**config.mk**
```make
export PLATFORM = sky130hd
export DESIGN_NAME = abpfs_ctrl
export DESIGN_NICKNAME = d
export VERILOG_FILES = /design/src/design/abpfs_pkg.sv /design/src/design/abpfs_ctrl.sv
export SDC_FILE = /design/constraint.sdc
export NUM_CORES = 1
export LEC_CHECK = 0
export BUFFER_PORTS_ARGS = -buffer_cell sky130_fd_sc_hd__buf_2
export CAP_MARGIN = 20
export CORE_MARGIN = 2
export CORE_UTILIZATION = 30
export DETAILED_ROUTE_END_ITERATION = 6
export PLACE_DENSITY = 0.55
export REMOVE_ABC_BUFFERS = 1
export SYNTH_ARGS = -nofsm -noshare
export SYNTH_HDL_FRONTEND = slang
export SYNTH_SLANG_ARGS = --single-unit
```
**constraint.sdc**
```tcl
create_clock -name clk_i -period 1.6 [get_ports clk_i]
set_clock_uncertainty 0.2 [all_clocks]
set_input_delay 0.24 -clock clk_i [delete_from_list [all_inputs] [get_ports clk_i]]
set_output_delay 0.24 -clock clk_i [all_outputs]
set_load 0.1 [all_outputs]
```
**src/design/abpfs_pkg.sv**
```systemverilog
// Shared types, constants and command codes for the block pair filter and sorter.
package abpfs_pkg;

  // Store capacity and block id range
  localparam int MaxPairs  = 64;
  localparam int MaxBlocks = 256;

  localparam int BlockIdW = 8;
  localparam int WeightW  = 32;
  localparam int GainW    = 32;
  localparam int RoundW   = 16;
  localparam int KeyW     = GainW + WeightW;
  localparam int IdxW     = (MaxPairs > 1) ? $clog2(MaxPairs) : 1;
  localparam int CntW     = $clog2(MaxPairs + 1);
  localparam int CfgIdxW  = 2;
  localparam int CfgDataW = 32;

  // Configuration register indexes
  localparam logic [CfgIdxW-1:0] CfgSkipSmall    = 2'd0;
  localparam logic [CfgIdxW-1:0] CfgSmallLimit   = 2'd1;
  localparam logic [CfgIdxW-1:0] CfgSkipZeroGain = 2'd2;

  // Input item
  typedef struct packed {
    logic [BlockIdW-1:0]    block_low;
    logic [BlockIdW-1:0]    block_high;
    logic                   edge_present;
    logic                   low_active;
    logic                   high_active;
    logic [WeightW-1:0]     cut_wt;
    logic signed [GainW-1:0] gain_sum;
    logic [RoundW-1:0]      round_number;
    logic                   last_pair;
  } in_item_t;

  // Result item
  typedef struct packed {
    logic [BlockIdW-1:0]    out_block_low;
    logic [BlockIdW-1:0]    out_block_high;
    logic [WeightW-1:0]     out_cut_wt;
    logic signed [GainW-1:0] out_gain_sum;
    logic                   last_result;
    logic                   list_empty;
    logic                   overflow;
  } out_item_t;

  // One entry of the sorted store
  typedef struct packed {
    logic [BlockIdW-1:0] block_low;
    logic [BlockIdW-1:0] block_high;
    logic [WeightW-1:0]  cut_wt;
    logic [GainW-1:0]    gain_sum;
  } entry_t;

  // Store write selection
  typedef enum logic [1:0] {
    WR_NONE     = 2'd0,
    WR_NEW_NEXT = 2'd1,
    WR_OLD_NEXT = 2'd2,
    WR_NEW_HEAD = 2'd3
  } wr_sel_e;

  // Commands from controller to datapath
  typedef struct packed {
    logic    capture;
    logic    ins_begin;
    logic    ins_down;
    wr_sel_e wr_sel;
    logic    count_inc;
    logic    set_ovf;
    logic    emit_begin;
    logic    emit_next;
    logic    out_load_entry;
    logic    out_load_empty;
    logic    list_clear;
  } cmd_t;

  // Status from datapath to controller
  typedef struct packed {
    logic keep;
    logic last;
    logic full;
    logic count_zero;
    logic key_ge;
    logic idx_zero;
    logic out_last;
  } status_t;

  // Sort key: gain with sign flipped above cut weight, compared unsigned
  function automatic logic [KeyW-1:0] make_key(logic [GainW-1:0] gain,
                                               logic [WeightW-1:0] cut);
    logic [GainW-1:0] flip;
    flip = {1'b1, {(GainW-1){1'b0}}};
    return {gain ^ flip, cut};
  endfunction

endpackage

```
**src/design/abpfs_ctrl.sv**
```systemverilog
// Controller: sequences capture, sorted insertion and list emission.
module abpfs_ctrl (
  input  logic                 clk_i,
  input  logic                 rst_ni,
  input  logic                 in_valid_i,
  output logic                 in_stall_o,
  output logic                 out_valid_o,
  input  logic                 out_stall_i,
  input  abpfs_pkg::status_t   status_i,
  output abpfs_pkg::cmd_t      cmd_o
);
  import abpfs_pkg::*;

  typedef enum logic [6:0] {
    ST_IDLE   = 7'b0000001,
    ST_DECIDE = 7'b0000010,
    ST_INS    = 7'b0000100,
    ST_HEAD   = 7'b0001000,
    ST_FINISH = 7'b0010000,
    ST_ELOAD  = 7'b0100000,
    ST_OWAIT  = 7'b1000000
  } state_e;

  state_e state_q, state_d;

  always_ff @(posedge clk_i or negedge rst_ni) begin
    if (!rst_ni) state_q <= ST_IDLE;
    else         state_q <= state_d;
  end

  assign in_stall_o  = (state_q != ST_IDLE);
  assign out_valid_o = (state_q == ST_OWAIT);

  // Next state and commands
  always_comb begin
    state_d = state_q;
    cmd_o   = '0;
    cmd_o.wr_sel = WR_NONE;
    unique case (state_q)
      ST_IDLE: begin
        if (in_valid_i) begin
          cmd_o.capture = 1'b1;
          state_d = ST_DECIDE;
        end
      end
      ST_DECIDE: begin
        state_d = ST_FINISH;
        if (status_i.keep) begin
          if (status_i.full) begin
            cmd_o.set_ovf = 1'b1;
          end else if (status_i.count_zero) begin
            cmd_o.wr_sel    = WR_NEW_HEAD;
            cmd_o.count_inc = 1'b1;
          end else begin
            cmd_o.ins_begin = 1'b1;
            state_d = ST_INS;
          end
        end
      end
      ST_INS: begin
        // Place the new pair behind an entry that ranks equal or higher
        if (status_i.key_ge) begin
          cmd_o.wr_sel    = WR_NEW_NEXT;
          cmd_o.count_inc = 1'b1;
          state_d = ST_FINISH;
        end else begin
          cmd_o.wr_sel = WR_OLD_NEXT;
          if (status_i.idx_zero) begin
            state_d = ST_HEAD;
          end else begin
            cmd_o.ins_down = 1'b1;
          end
        end
      end
      ST_HEAD: begin
        cmd_o.wr_sel    = WR_NEW_HEAD;
        cmd_o.count_inc = 1'b1;
        state_d = ST_FINISH;
      end
      ST_FINISH: begin
        if (!status_i.last) begin
          state_d = ST_IDLE;
        end else if (status_i.count_zero) begin
          cmd_o.out_load_empty = 1'b1;
          state_d = ST_OWAIT;
        end else begin
          cmd_o.emit_begin = 1'b1;
          state_d = ST_ELOAD;
        end
      end
      ST_ELOAD: begin
        cmd_o.out_load_entry = 1'b1;
        state_d = ST_OWAIT;
      end
      ST_OWAIT: begin
        if (!out_stall_i) begin
          if (status_i.out_last) begin
            cmd_o.list_clear = 1'b1;
            state_d = ST_IDLE;
          end else begin
            cmd_o.emit_next = 1'b1;
            state_d = ST_ELOAD;
          end
        end
      end
      default: state_d = ST_IDLE;
    endcase
  end

endmodule

```
## Word-level counts from Yosys, hierarchy flattened

Index checks and enable logic that the tools add are counted.

- Register bits after elaboration: 7
- Input bits: 11
- Output and inout port bits: 14

- Equality and inequality tests: 11
- Muxes and demuxes: 40
- Reductions and logical operators: 1

Operators by type and width:

| kind | count |
|---|---|
| $mux 7 | 8 |
| $pmux 7 s7 | 1 |
| $mux 1 | 24 |
| $pmux 3 s3 | 1 |
| $eq 7x1->1 const B | 1 |
| $eq 7x2->1 const B | 1 |
| $eq 7x3->1 const B | 1 |
| $eq 7x4->1 const B | 1 |
| $eq 7x5->1 const B | 1 |
| $eq 7x6->1 const B | 1 |
| $eq 7x7->1 const B | 1 |
| $ne 7x1->1 const B | 1 |
| $mux 3 | 2 |
| $mux 6 | 1 |
| $mux 5 | 1 |
| $mux 4 | 1 |
| $ne 2x2->1 const B | 2 |
| $ne 3x3->1 const B | 1 |
| $reduce_and 3->1 | 1 |
| $mux 2 | 1 |

## Depth between registers and ports, before layout

Gate-level depths: netlist (run 1).

- Depth in word-level cells: 4
- Depth in mapped cells: 6

## Least setup slack after synthesis (run 1)

Ideal clock, no wire load.

- Kind: register to output
- Start: register state_q[2]
- End: output cmd_o[11] (netlist bit)
- Arrival time: 3.467 ns
- Data required time: 1.160 ns
- Setup slack: -2.307 ns
- Cell stages (with the launch flop): 5
- Buffers on the path: 1
- Cells stage by stage: dfrtp_1 -> buf_6 -> nor3_2 -> nand4b_1 -> nor2_1

RTL lines:

| element | line | source |
|---|---|---|
| from (decl) | abpfs_ctrl.sv:24 | `state_e state_q, state_d;` |
| from (signal assigned) | abpfs_ctrl.sv:28 | `else state_q <= state_d;` |
| to (decl) | abpfs_ctrl.sv:10 | `output abpfs_pkg::cmd_t cmd_o` |

==> results of run 1 <==
cells by family after synthesis:
group / share of synthesized area [%]
AO/OA/AOI/OAI: 13.6
XOR/XNOR: 2.64
buffers and inverters: 13.6
flip-flops: 26.6
AND/OR/NAND/NOR: 43.6
cell usage after synthesis, drive strengths merged (2+ instances only):
cell type  count
nor2          11
buf            7
dfrtp          6
inv            5
nor2b          4
nor3           4
nor4b          4
nand2          3
nand2b         3
o21a           3
o21ai          3
a21oi          2
nand3          2
nand4          2
nand4b         2
nor3b          2
xor2           2
per-layer routing:
| metal | share of wire (%) | up-vias | global-route usage [%] | wire length, um |
|---|---|---|---|---|
| met2 | 55 | 18 | 35.3 | 1350 |
| li1 | - | 385 | - | - |
| met4 | 0.57 | 0 | 9.46 | 14 |
| met5 | 0 | - | 0 | 0 |
| met1 | 40 | 415 | 24.4 | 985 |
| met3 | 3.5 | 4 | 3.51 | 86 |
worst min-delay path by stage:
stage	startpoint	endpoint	slack, ns
final	in_valid_i	state_q[1]	0.05
after floorplan	rst_ni	state_q[1]	-0.26
after global placement	rst_ni	state_q[5]	-0.12
after CTS	in_valid_i	state_q[1]	0.04
after detailed placement	rst_ni	state_q[5]	-0.11
after global routing	in_valid_i	state_q[1]	0.05
where the power goes:
| group | internal (mW) | leakage (nW) | switching [mW] | total, mW |
|---|---|---|---|---|
| Clock | 0.0958 | 0.0150 | 0.0747 | 0.171 |
| Sequential | 0.224 | 0.0851 | 0.0749 | 0.298 |
| Combinational | 0.482 | 0.522 | 0.625 | 1.11 |
| Total | 0.801 | 0.622 | 0.774 | 1.58 |
final cells by class:
| type | count | area [sq um] | share of cell area (%) |
|---|---|---|---|
| repair buffers | 58 | 606 | 42.4 |
| multi-input cells | 58 | 557 | 39.0 |
| flip-flops and latches | 7 | 183 | 12.8 |
| well taps | 28 | 35.0 | 2.45 |
| clock buffers | 4 | 26.3 | 1.84 |
| inverters | 5 | 21.3 | 1.49 |
stage by stage:
stage / setup slack [ns] / cells
after floorplan: -2.28 / 70
after global placement: -0.261 / 144
after detailed placement: -0.301 / 144
after CTS: -0.452 / 155
after global routing: -0.574 / 160
final: -0.499 / 160
what timing repair did:
item,CTS,global route
endpoints found under the hold margin,7,0
endpoints found under the setup margin,18,18
pin swaps,12,7
setup buffers,7,5
resized for setup,41,9
hold buffers,1,0
worst max-delay path: cells and delay by family (launching register included):
family / cells / cell delay, ns
buffers and inverters: 3 / 0.46
DFF: 1 / 0.45
and+or+nand+nor: 2 / 0.48
==> results.md, run 1 <==
* Post-route cell area at roughly 1400 sq um
* P_leak at about 0.62 nW
* Final weighted congestion in routability-driven placement at around 0.94
* Largest registers: state_q: 7 flops
* Total Routed Length at 2.44 mm
* Largest net degree at the start of global routing at 9
* Worst-path fanout max at 5
* Dominant cell type by area after synthesis: sky130_fd_sc_hd__dfrtp_1
* Pwr Density at 1100 nW/um^2
* TritonCTS clock tree: done
* Period utilisation layout at 131%
* Setup crit end: cmd_o[9]
* Transition at the pin with the smallest max-transition slack at about 0.32 ns
* EDFF count, synth at 0
* Routed via count at about 820
* Unrepaired setup endpoints after global routing: true
* Total track usage at 20.4%
* Final-report max-slew violation count at 0
* Count of endpoints failing hold in the final timing report at 0
* Site row count at 17
* Critical path start-end classification: reg2out
* Reg clk slew, reported paths at ~0.060 ns
* Fraction of the yosys area taken by sequential cells at between 20% and 30%
* Worst-case register-to-register setup slack at -0.27 ns
* H-tree depth at 1
* Cell area reported after detailed placement at about 1100 sq um
* Average vias per placed instance at 5.14
* Outcome: finished, violations left
* Worst hold-check path type: in2reg
* Chip Height at approximately 51 um
* Initial Util at slightly above 30%
* Register bit count reported by yosys at 7
* Setup crit start kind: flip-flop
* Global-route wire length before repair at approximately 4 mm
* Number of buffers inserted during clock tree synthesis at 3
* Number of buffers on the longest clock path at 2
* Total Power at 1.58 mW
* Setup violation total in the final timing report at 18
* Syn Std Cell Area at roughly 660 sq um
* FFs w/ async S/R, synth at 100%
* Most frequent standard cell in the layout excluding fill and tap cells: sky130_fd_sc_hd__buf_4
* Highest clock rate at 476 MHz
* End of the worst register-to-register path: state_q[6]
* Net count reported at finish at 144
* Cells along the critical path: nor4_4 > buf_4 > nand3b_1 > inv_2 > buf_12
* Count of boundary I/O pins at 25
* Area contributors post-synth: sky130_fd_sc_hd__dfrtp_1 23%, sky130_fd_sc_hd__buf_6 8.5%, sky130_fd_sc_hd__nor2_1 6.2%, sky130_fd_sc_hd__nor4b_1 5.3%, sky130_fd_sc_hd__dfstp_2 4.0%
* Minimum setup slack in the final design at -0.499 ns
* Post-route worst hold slack at ~0.051 ns
* Shortest clock period the worst path allows after layout at approximately 2.1 ns
* Overflow left after global routing at 0
* Worst-skew pair later-pin latency at about 0.26 ns
* Fraction of final layout cells sized beyond drive strength 1 at approximately 73%
* Cell depth of the worst hold path at 3
* Remaining DRCs at 0
* Number of antenna violations at the first check in global routing at 0
* Endpoint kind of the worst setup timing path: output port
* Antenna diode count at 0
* Area share of the largest cell type after synthesis at between 20% and 30%
* Depth of the most critical reg-to-reg path at 6
* Count of unique library cells instantiated by Yosys at 33
* Growth of design area from synthesis to finish at 115%
* Setup_tns at -6.81 ns
* Number of sinks on the clock net at 7
* Average cell area after synthesis at 8.61 sq um
* Utilization of the core after routing at approximately 66%
* Detailed placer's ending HPWL at between 1.5 and 2 mm
* Max_cap viols at 0
* Worst path arrival time at around 1.7 ns
* Placeable core area at about 2100 sq um
* Most frequent cells in the layout: 26 x sky130_fd_sc_hd__buf_4, 13 x sky130_fd_sc_hd__buf_12, 10 x sky130_fd_sc_hd__buf_2, 8 x sky130_fd_sc_hd__buf_6, 6 x sky130_fd_sc_hd__nor2_1
* Via count of the first global-routing pass at about 840
* Drt wl/cell at about 15 um
* Clk root buf: sky130_fd_sc_hd__clkbuf_4
* Number of iterations in the first detailed-routing pass at 4
* Cell count after synthesis at 77
* Die width at roughly 50 um
* Area of the die at between 2000 and 3000 sq um
* Main flop type after synthesis: sky130_fd_sc_hd__dfrtp_1
* Endpoint required time on the critical path at roughly 1.2 ns
* Peak VDD IR at roughly 0.65 mV
* Final antenna-violating net count at 0
* Largest register by flop count: state_q
* Count of warnings emitted by yosys at 0
* Number of DRC markers after the initial detailed-route iteration at 19
* Worst stage delay on the critical path at between 0.4 and 0.5 ns
* Remaining max-slew budget at the tightest pin at about four fifths
* Worst setup startpoint: state_q[5]
* Port Buffers at 24
* Worst-path cell with the longest stage delay: sky130_fd_sc_hd__dfrtp_2
* Max FFs per register at 7
* Violations in the final reports: negative setup slack
* Worst flop-to-flop path startpoint: state_q[0]
* Number of filler instances in the final layout at 158
Power figures use the tool's default switching activity.
==> inputs of run 2 (changes only) <==
--- a/config.mk
+++ b/config.mk
@@ -7,8 +7,9 @@
 export LEC_CHECK = 0
 export BUFFER_PORTS_ARGS = -buffer_cell sky130_fd_sc_hd__buf_2
 export CAP_MARGIN = 20
-export CORE_MARGIN = 2
+export CORE_MARGIN = 3
 export CORE_UTILIZATION = 30
+export CTS_BUF_LIST = sky130_fd_sc_hd__clkbuf_4 sky130_fd_sc_hd__clkbuf_8
 export DETAILED_ROUTE_END_ITERATION = 6
 export PLACE_DENSITY = 0.55
 export REMOVE_ABC_BUFFERS = 1
==> results.md, run 2 (same netlist as run 1, synthesis figures left out) <==
* Final-report max-slew violation count at 0
* Number of filler instances in the final layout at ~150
* Depth of the most critical reg-to-reg path at 6
* Cell depth of the worst hold path at 2
* Final cell count without fillers at between 150 and 200
* Number of iterations in the first detailed-routing pass at 4
* Minimum setup slack in the final design at -0.529 ns
* Average vias per placed instance at 5.03
* Cells along the critical path: buf_12 > nor4b_4 > buf_4 > nand3b_1 > inv_2 > buf_12
* TritonCTS clock tree: done
* Antenna diode count at 0
* Reg clk slew, reported paths at about 0.06 ns
* Most repeated library cell on the critical path: sky130_fd_sc_hd__buf_12
* Setup violation total in the final timing report at 18
* Worst hold-check path type: in2reg
* P_leak at around 0.59 nW
* Peak VDD IR at about 1.3 mV
* Total Routed Length at 2.15 mm
* Area of the die at 2810 sq um
* Global-route wire length before repair at 3.46 mm
* Transition at the pin with the smallest max-transition slack at between 0.4 and 0.5 ns
* Setup crit start kind: flip-flop
* Violations in the final reports: negative setup slack
* Max_cap viols at 0
* Endpoint kind of the worst setup timing path: output port
* Net count reported at finish at 139
* Worst flop-to-flop path startpoint: state_q[1]
* Count of boundary I/O pins at 25
* Count of endpoints failing hold in the final timing report at 0
* Chip Height at ~53 um
* Fraction of final layout cells sized beyond drive strength 1 at about 70%
* Initial Util at between 30% and 40%
* Drt wl/cell at 14.0 um
* Final weighted congestion in routability-driven placement at a little under 0.8
* Via count of the first global-routing pass at slightly below 800
* Worst-case register-to-register setup slack at -0.17 ns
* Largest register by flop count: state_q
* Period utilisation layout at 133%
* Placeable core area at slightly above 2000 sq um
* Worst path arrival time at about 1.7 ns
* Shortest clock period the worst path allows after layout at around 2.1 ns
* Detailed placer's ending HPWL at about 1.5 mm
* Number of DRC markers after the initial detailed-route iteration at 7
* Die width at 53.0 um
* Critical path start-end classification: reg2out
* Final antenna-violating net count at 0
* Worst-path cell with the longest stage delay: sky130_fd_sc_hd__dfrtp_2
* Largest net degree at the start of global routing at 9
* Worst stage delay on the critical path at 0.45 ns
* End of the worst register-to-register path: state_q[0]
* Utilization of the core after routing at 67.3%
* Port Buffers at 24
* Max FFs per register at 7
* Endpoint required time on the critical path at ~1.2 ns
* Worst Min Path Start: status_i[1]
* Remaining DRCs at 0
* Number of sinks on the clock net at 7
* Largest registers: state_q: 7 flops
* Clk root buf: sky130_fd_sc_hd__clkbuf_4
* Number of antenna violations at the first check in global routing at 0
* Most frequent standard cell in the layout excluding fill and tap cells: sky130_fd_sc_hd__buf_4
* Hold worst-path end: state_q[3]
* Growth of design area from synthesis to finish at 105%
* Overflow left after global routing at 0
* Unrepaired setup endpoints after global routing: true
* Remaining max-slew budget at the tightest pin at between 70% and 80%
* Pwr Density at 1160 nW/um^2
* Total placed cells including tap cells at around 140
* Post-route worst hold slack at roughly 0.06 ns
* Total Power at ~1.6 mW
* Number of buffers on the longest clock path at 2
* Routed via count at 775
* H-tree depth at 1
* Number of buffers inserted during clock tree synthesis at 3
* Total track usage at between 15 and 20%
* Worst-skew pair later-pin latency at about 0.26 ns
* Worst-path fanout max at 4
* Highest clock rate at 470 MHz
* Most frequent cells in the layout: 22 x sky130_fd_sc_hd__buf_4, 14 x sky130_fd_sc_hd__buf_12, 10 x sky130_fd_sc_hd__buf_2, 6 x sky130_fd_sc_hd__buf_6, 5 x sky130_fd_sc_hd__nor2_2
* Site row count at 16
* Outcome: finished, violations left
run 2: cell count changes in the layout (fill, tap and decap cells not counted), moves of 2 or more:
cell | previous run | this run
sky130_fd_sc_hd__buf_4 | 26 | 22
sky130_fd_sc_hd__nor2b_1 | 2 | 4
sky130_fd_sc_hd__nor2_2 | 3 | 5
sky130_fd_sc_hd__nor2_1 | 6 | 4
sky130_fd_sc_hd__buf_6 | 8 | 6
run 2: timing repair:
item                                    CTS  global route
pin swaps                                 5             5
endpoints found under the setup margin   18            19
hold endpoints to repair                  7             0
setup buffers                             5             3
hold buffers                              1             0
resized for setup                        22            19
run 2: worst max-delay path by stage:
stage	startpoint	endpoint	slack (ns)	cells after the start
floorplan	state_q[3]	cmd_o[11]	-2.28	3
global placement	state_q[3]	cmd_o[0]	-0.36	5
detailed placement	state_q[3]	cmd_o[0]	-0.39	5
CTS	state_q[2]	cmd_o[7]	-0.52	4
global route	state_q[4]	cmd_o[9]	-0.63	5
finish	state_q[1]	cmd_o[9]	-0.53	6
run 2: area by class of cell:
type	count	area, sq um	area share, %
flip-flops and latches	7	181	13.3
clock buffers	4	30.0	2.21
inverters	5	18.8	1.38
well taps	27	33.8	2.48
multi-input cells	58	523	38.5
repair buffers	53	573	42.1
run 2: metal layers:
layer | up-vias | global-route usage [%] | wire [um]
met3 | 7 | 2.25 | 89
met5 | - | 0 | 0
met4 | 0 | 13.6 | 85
met2 | 23 | 27.7 | 1120
met1 | 369 | 20.2 | 857
li1 | 376 | - | -
run 2: per-stage QoR:
stage	TNS, ns	setup slack, ns	instance area [sq um]
floorplan	-19.59	-2.28	592
global placement	-3.24	-0.357	1110
detailed placement	-3.47	-0.390	1110
CTS	-6.82	-0.517	1250
global route	-8.68	-0.626	1360
finish	-6.90	-0.529	1360
run 2: critical path, delay by kind of cell (launching register included):
family | cells | cell delay [ns]
flops | 1 | 0.45
buf+inv | 4 | 0.59
simple gates | 2 | 0.39
run 2: power breakdown:
group          leakage (nW)  internal (mW)  switching, mW
registers            0.0868          0.223         0.0680
clock network        0.0184          0.113         0.0756
logic                 0.488          0.484          0.615
total                 0.593          0.820          0.759
==> inputs of run 3 (changes only) <==
--- a/config.mk
+++ b/config.mk
@@ -7,7 +7,7 @@
 export LEC_CHECK = 0
 export BUFFER_PORTS_ARGS = -buffer_cell sky130_fd_sc_hd__buf_2
 export CAP_MARGIN = 20
-export CORE_MARGIN = 3
+export CORE_MARGIN = 2
 export CORE_UTILIZATION = 30
 export CTS_BUF_LIST = sky130_fd_sc_hd__clkbuf_4 sky130_fd_sc_hd__clkbuf_8
 export DETAILED_ROUTE_END_ITERATION = 6
==> results.md, run 3 (same netlist as run 1, synthesis figures left out) <==
* Number of iterations in the first detailed-routing pass at 4
* Routed via count at a little over 800
* Setup crit end: cmd_o[4]
* Chip Height at around 51 um
* Setup crit start kind: flip-flop
* Largest net degree at the start of global routing at 9
* Total Routed Length at roughly 2.5 mm
* Switching share of power at 48.7%
* Setup violation total in the final timing report at 18
* Largest registers: state_q: 7 flops
* Worst-skew pair later-pin latency at 0.27 ns
* Number of DRC markers after the initial detailed-route iteration at 19
* Total net switching power at approximately 0.79 mW
* Antenna diode count at 0
* Total placed cells including tap cells at 144
* Global routing met3 resource utilization at under 10%
* Highest clock rate at between 400 and 500 MHz
* Met1 Usage GRT at around a quarter
* H-tree depth at 1
* Worst stage delay on the critical path at ~0.45 ns
* Peak VDD IR at between 0.6 and 0.7 mV
* Worst hold-check path type: in2reg
* Cell area reported after detailed placement at approximately 1100 sq um
* Post-route worst hold slack at 0.0357 ns
* Cell depth of the worst hold path at 3
* Final-report max-slew violation count at 0
* Die width at 51.0 um
* Most frequent standard cell in the layout excluding fill and tap cells: sky130_fd_sc_hd__buf_4
* Depth of the most critical reg-to-reg path at 6
* Area of the die at 2600 sq um
* Total number of cells along the worst setup path at 4
* Worst-case register-to-register setup slack at -0.31 ns
* Post-route cell area at roughly 1500 sq um
* Fraction of final layout cells sized beyond drive strength 1 at approximately three quarters
* Worst flop-to-flop path startpoint: state_q[0]
* Remaining DRCs at 0
* Period utilisation layout at 137%
* Number of antenna violations at the first check in global routing at 0
* Detailed placer's ending HPWL at 1.58 mm
* TritonCTS clock tree: done
* Remaining max-slew budget at the tightest pin at between 70% and 80%
* Max_cap viols at 0
* Max FFs per register at 7
* Count of boundary I/O pins at 25
* Initial Util at 30.9%
* Minimum setup slack in the final design at -0.585 ns
* Logic pwr share at between 60% and 70%
* Overflow left after global routing at 0
* Average vias per placed instance at 5.15
* Port Buffers at 24
* Net count reported at finish at roughly 140
* Clock power share at approximately 12%
* Growth of design area from synthesis to finish at 120%
* Worst-path cell with the longest stage delay: sky130_fd_sc_hd__dfrtp_2
* Final antenna-violating net count at 0
* Largest register by flop count: state_q
* Cell type group with the largest total delay on the critical path: simple AND/OR/NAND/NOR gates
* Number of buffers inserted during clock tree synthesis at 3
* Most frequent cells in the layout: 24 x sky130_fd_sc_hd__buf_4, 13 x sky130_fd_sc_hd__buf_12, 10 x sky130_fd_sc_hd__buf_2, 9 x sky130_fd_sc_hd__buf_6, 6 x sky130_fd_sc_hd__nor2_1
* P_leak at around 0.63 nW
* Met2 GRT Util at 35.3%
* Bufs and invs on worst path at 1
* Number of sinks on the clock net at 7
* Via count of the first global-routing pass at about 840
* Total track usage at 20.3%
* Reg clk slew, reported paths at 0.06 ns
* Global-route wire length before repair at approximately 3.9 mm
* Worst-path fanout max at 5
* Outcome: finished, violations left
* Placeable core area at 2150 sq um
* Shortest clock period the worst path allows after layout at approximately 2.2 ns
* Endpoint kind of the worst setup timing path: output port
* Worst setup startpoint: state_q[1]
* Final cell count without fillers at between 150 and 200
* Violations in the final reports: negative setup slack
* Worst path arrival time at roughly 1.8 ns
* Unrepaired setup endpoints after global routing: true
* Number of buffers on the longest clock path at 2
* End of the worst register-to-register path: state_q[6]
* Critical path start-end classification: reg2out
* Drt wl/cell at ~16 um
* Layer with the highest usage: met2
* Clk root buf: sky130_fd_sc_hd__clkbuf_4
* Final weighted congestion in routability-driven placement at 0.942
* Endpoint required time on the critical path at between 1 and 1.5 ns
* Internal power component at approximately 0.83 mW
* Total Power at approximately 1.6 mW
* Site row count at 17
* Pwr Density at about 1100 nW/um^2
* Part of the total power dissipated in sequential elements at 18.2%
* Cells along the critical path: nor3_4 > nand4_1 > nor2_2 > buf_12
* Count of endpoints failing hold in the final timing report at 0
* Transition at the pin with the smallest max-transition slack at 0.329 ns
run 3: cell count changes in the layout (fill, tap and decap cells not counted), sizes merged:
cell  previous run  this run
buf             52        56
run 3: stage by stage:
stage               setup WS, ns  TNS, ns  util (%)
finish                    -0.585    -6.83      67.9
detailed placement        -0.301    -3.26      51.5
global route              -0.632    -7.96      67.9
floorplan                  -2.28   -19.59         -
CTS                       -0.450    -6.02      62.5
global placement          -0.261    -2.94      51.5
run 3: repair_timing:
action	CTS	global route
resized for setup	40	16
setup buffers	7	5
pin swaps	12	11
setup endpoints to repair	18	18
hold buffers	1	0
hold endpoints to repair	7	0
run 3: worst min path at each step:
stage / to / startpoint / slack, ns
2_1_floorplan: state_q[1] / rst_ni / -0.26
3_3_place_gp: state_q[5] / rst_ni / -0.12
3_5_place_dp: state_q[5] / rst_ni / -0.11
4_1_cts: state_q[1] / in_valid_i / 0.04
5_1_grt: state_q[1] / in_valid_i / 0.04
6_report: state_q[1] / in_valid_i / 0.04
run 3: cell type report:
class	instances	area, sq um
inverters	5	21.3
clock buffers	4	30.0
fillers	159	691
multi-input cells	58	587
well taps	28	35.0
flip-flops and latches	7	183
repair buffers	57	602
run 3: worst register-to-register path, stage by stage, from the launching register on:
cell and delay (ns):
sky130_fd_sc_hd__dfstp_2 0.63, sky130_fd_sc_hd__buf_6 0.14, sky130_fd_sc_hd__nor2b_4 0.04, sky130_fd_sc_hd__nand4_1 0.22, sky130_fd_sc_hd__nor2_4 0.08, sky130_fd_sc_hd__buf_6 0.12
sky130_fd_sc_hd__or3b_1 0.36
run 3: per-layer routing:
metal,up-vias,part of all wire [%]
li1,382,-
met1,398,37
met2,31,54
met3,8,5.7
met4,0,3.2
met5,-,0
run 3: power by group through the flow:
stage	logic [mW]	registers [mW]	clock network, mW
finish	1.13	0.296	0.196
global placement	0.791	0.281	0
global route	1.19	0.303	0.211
detailed placement	0.799	0.287	0
floorplan	0.506	0.294	0
CTS	1.03	0.296	0.191
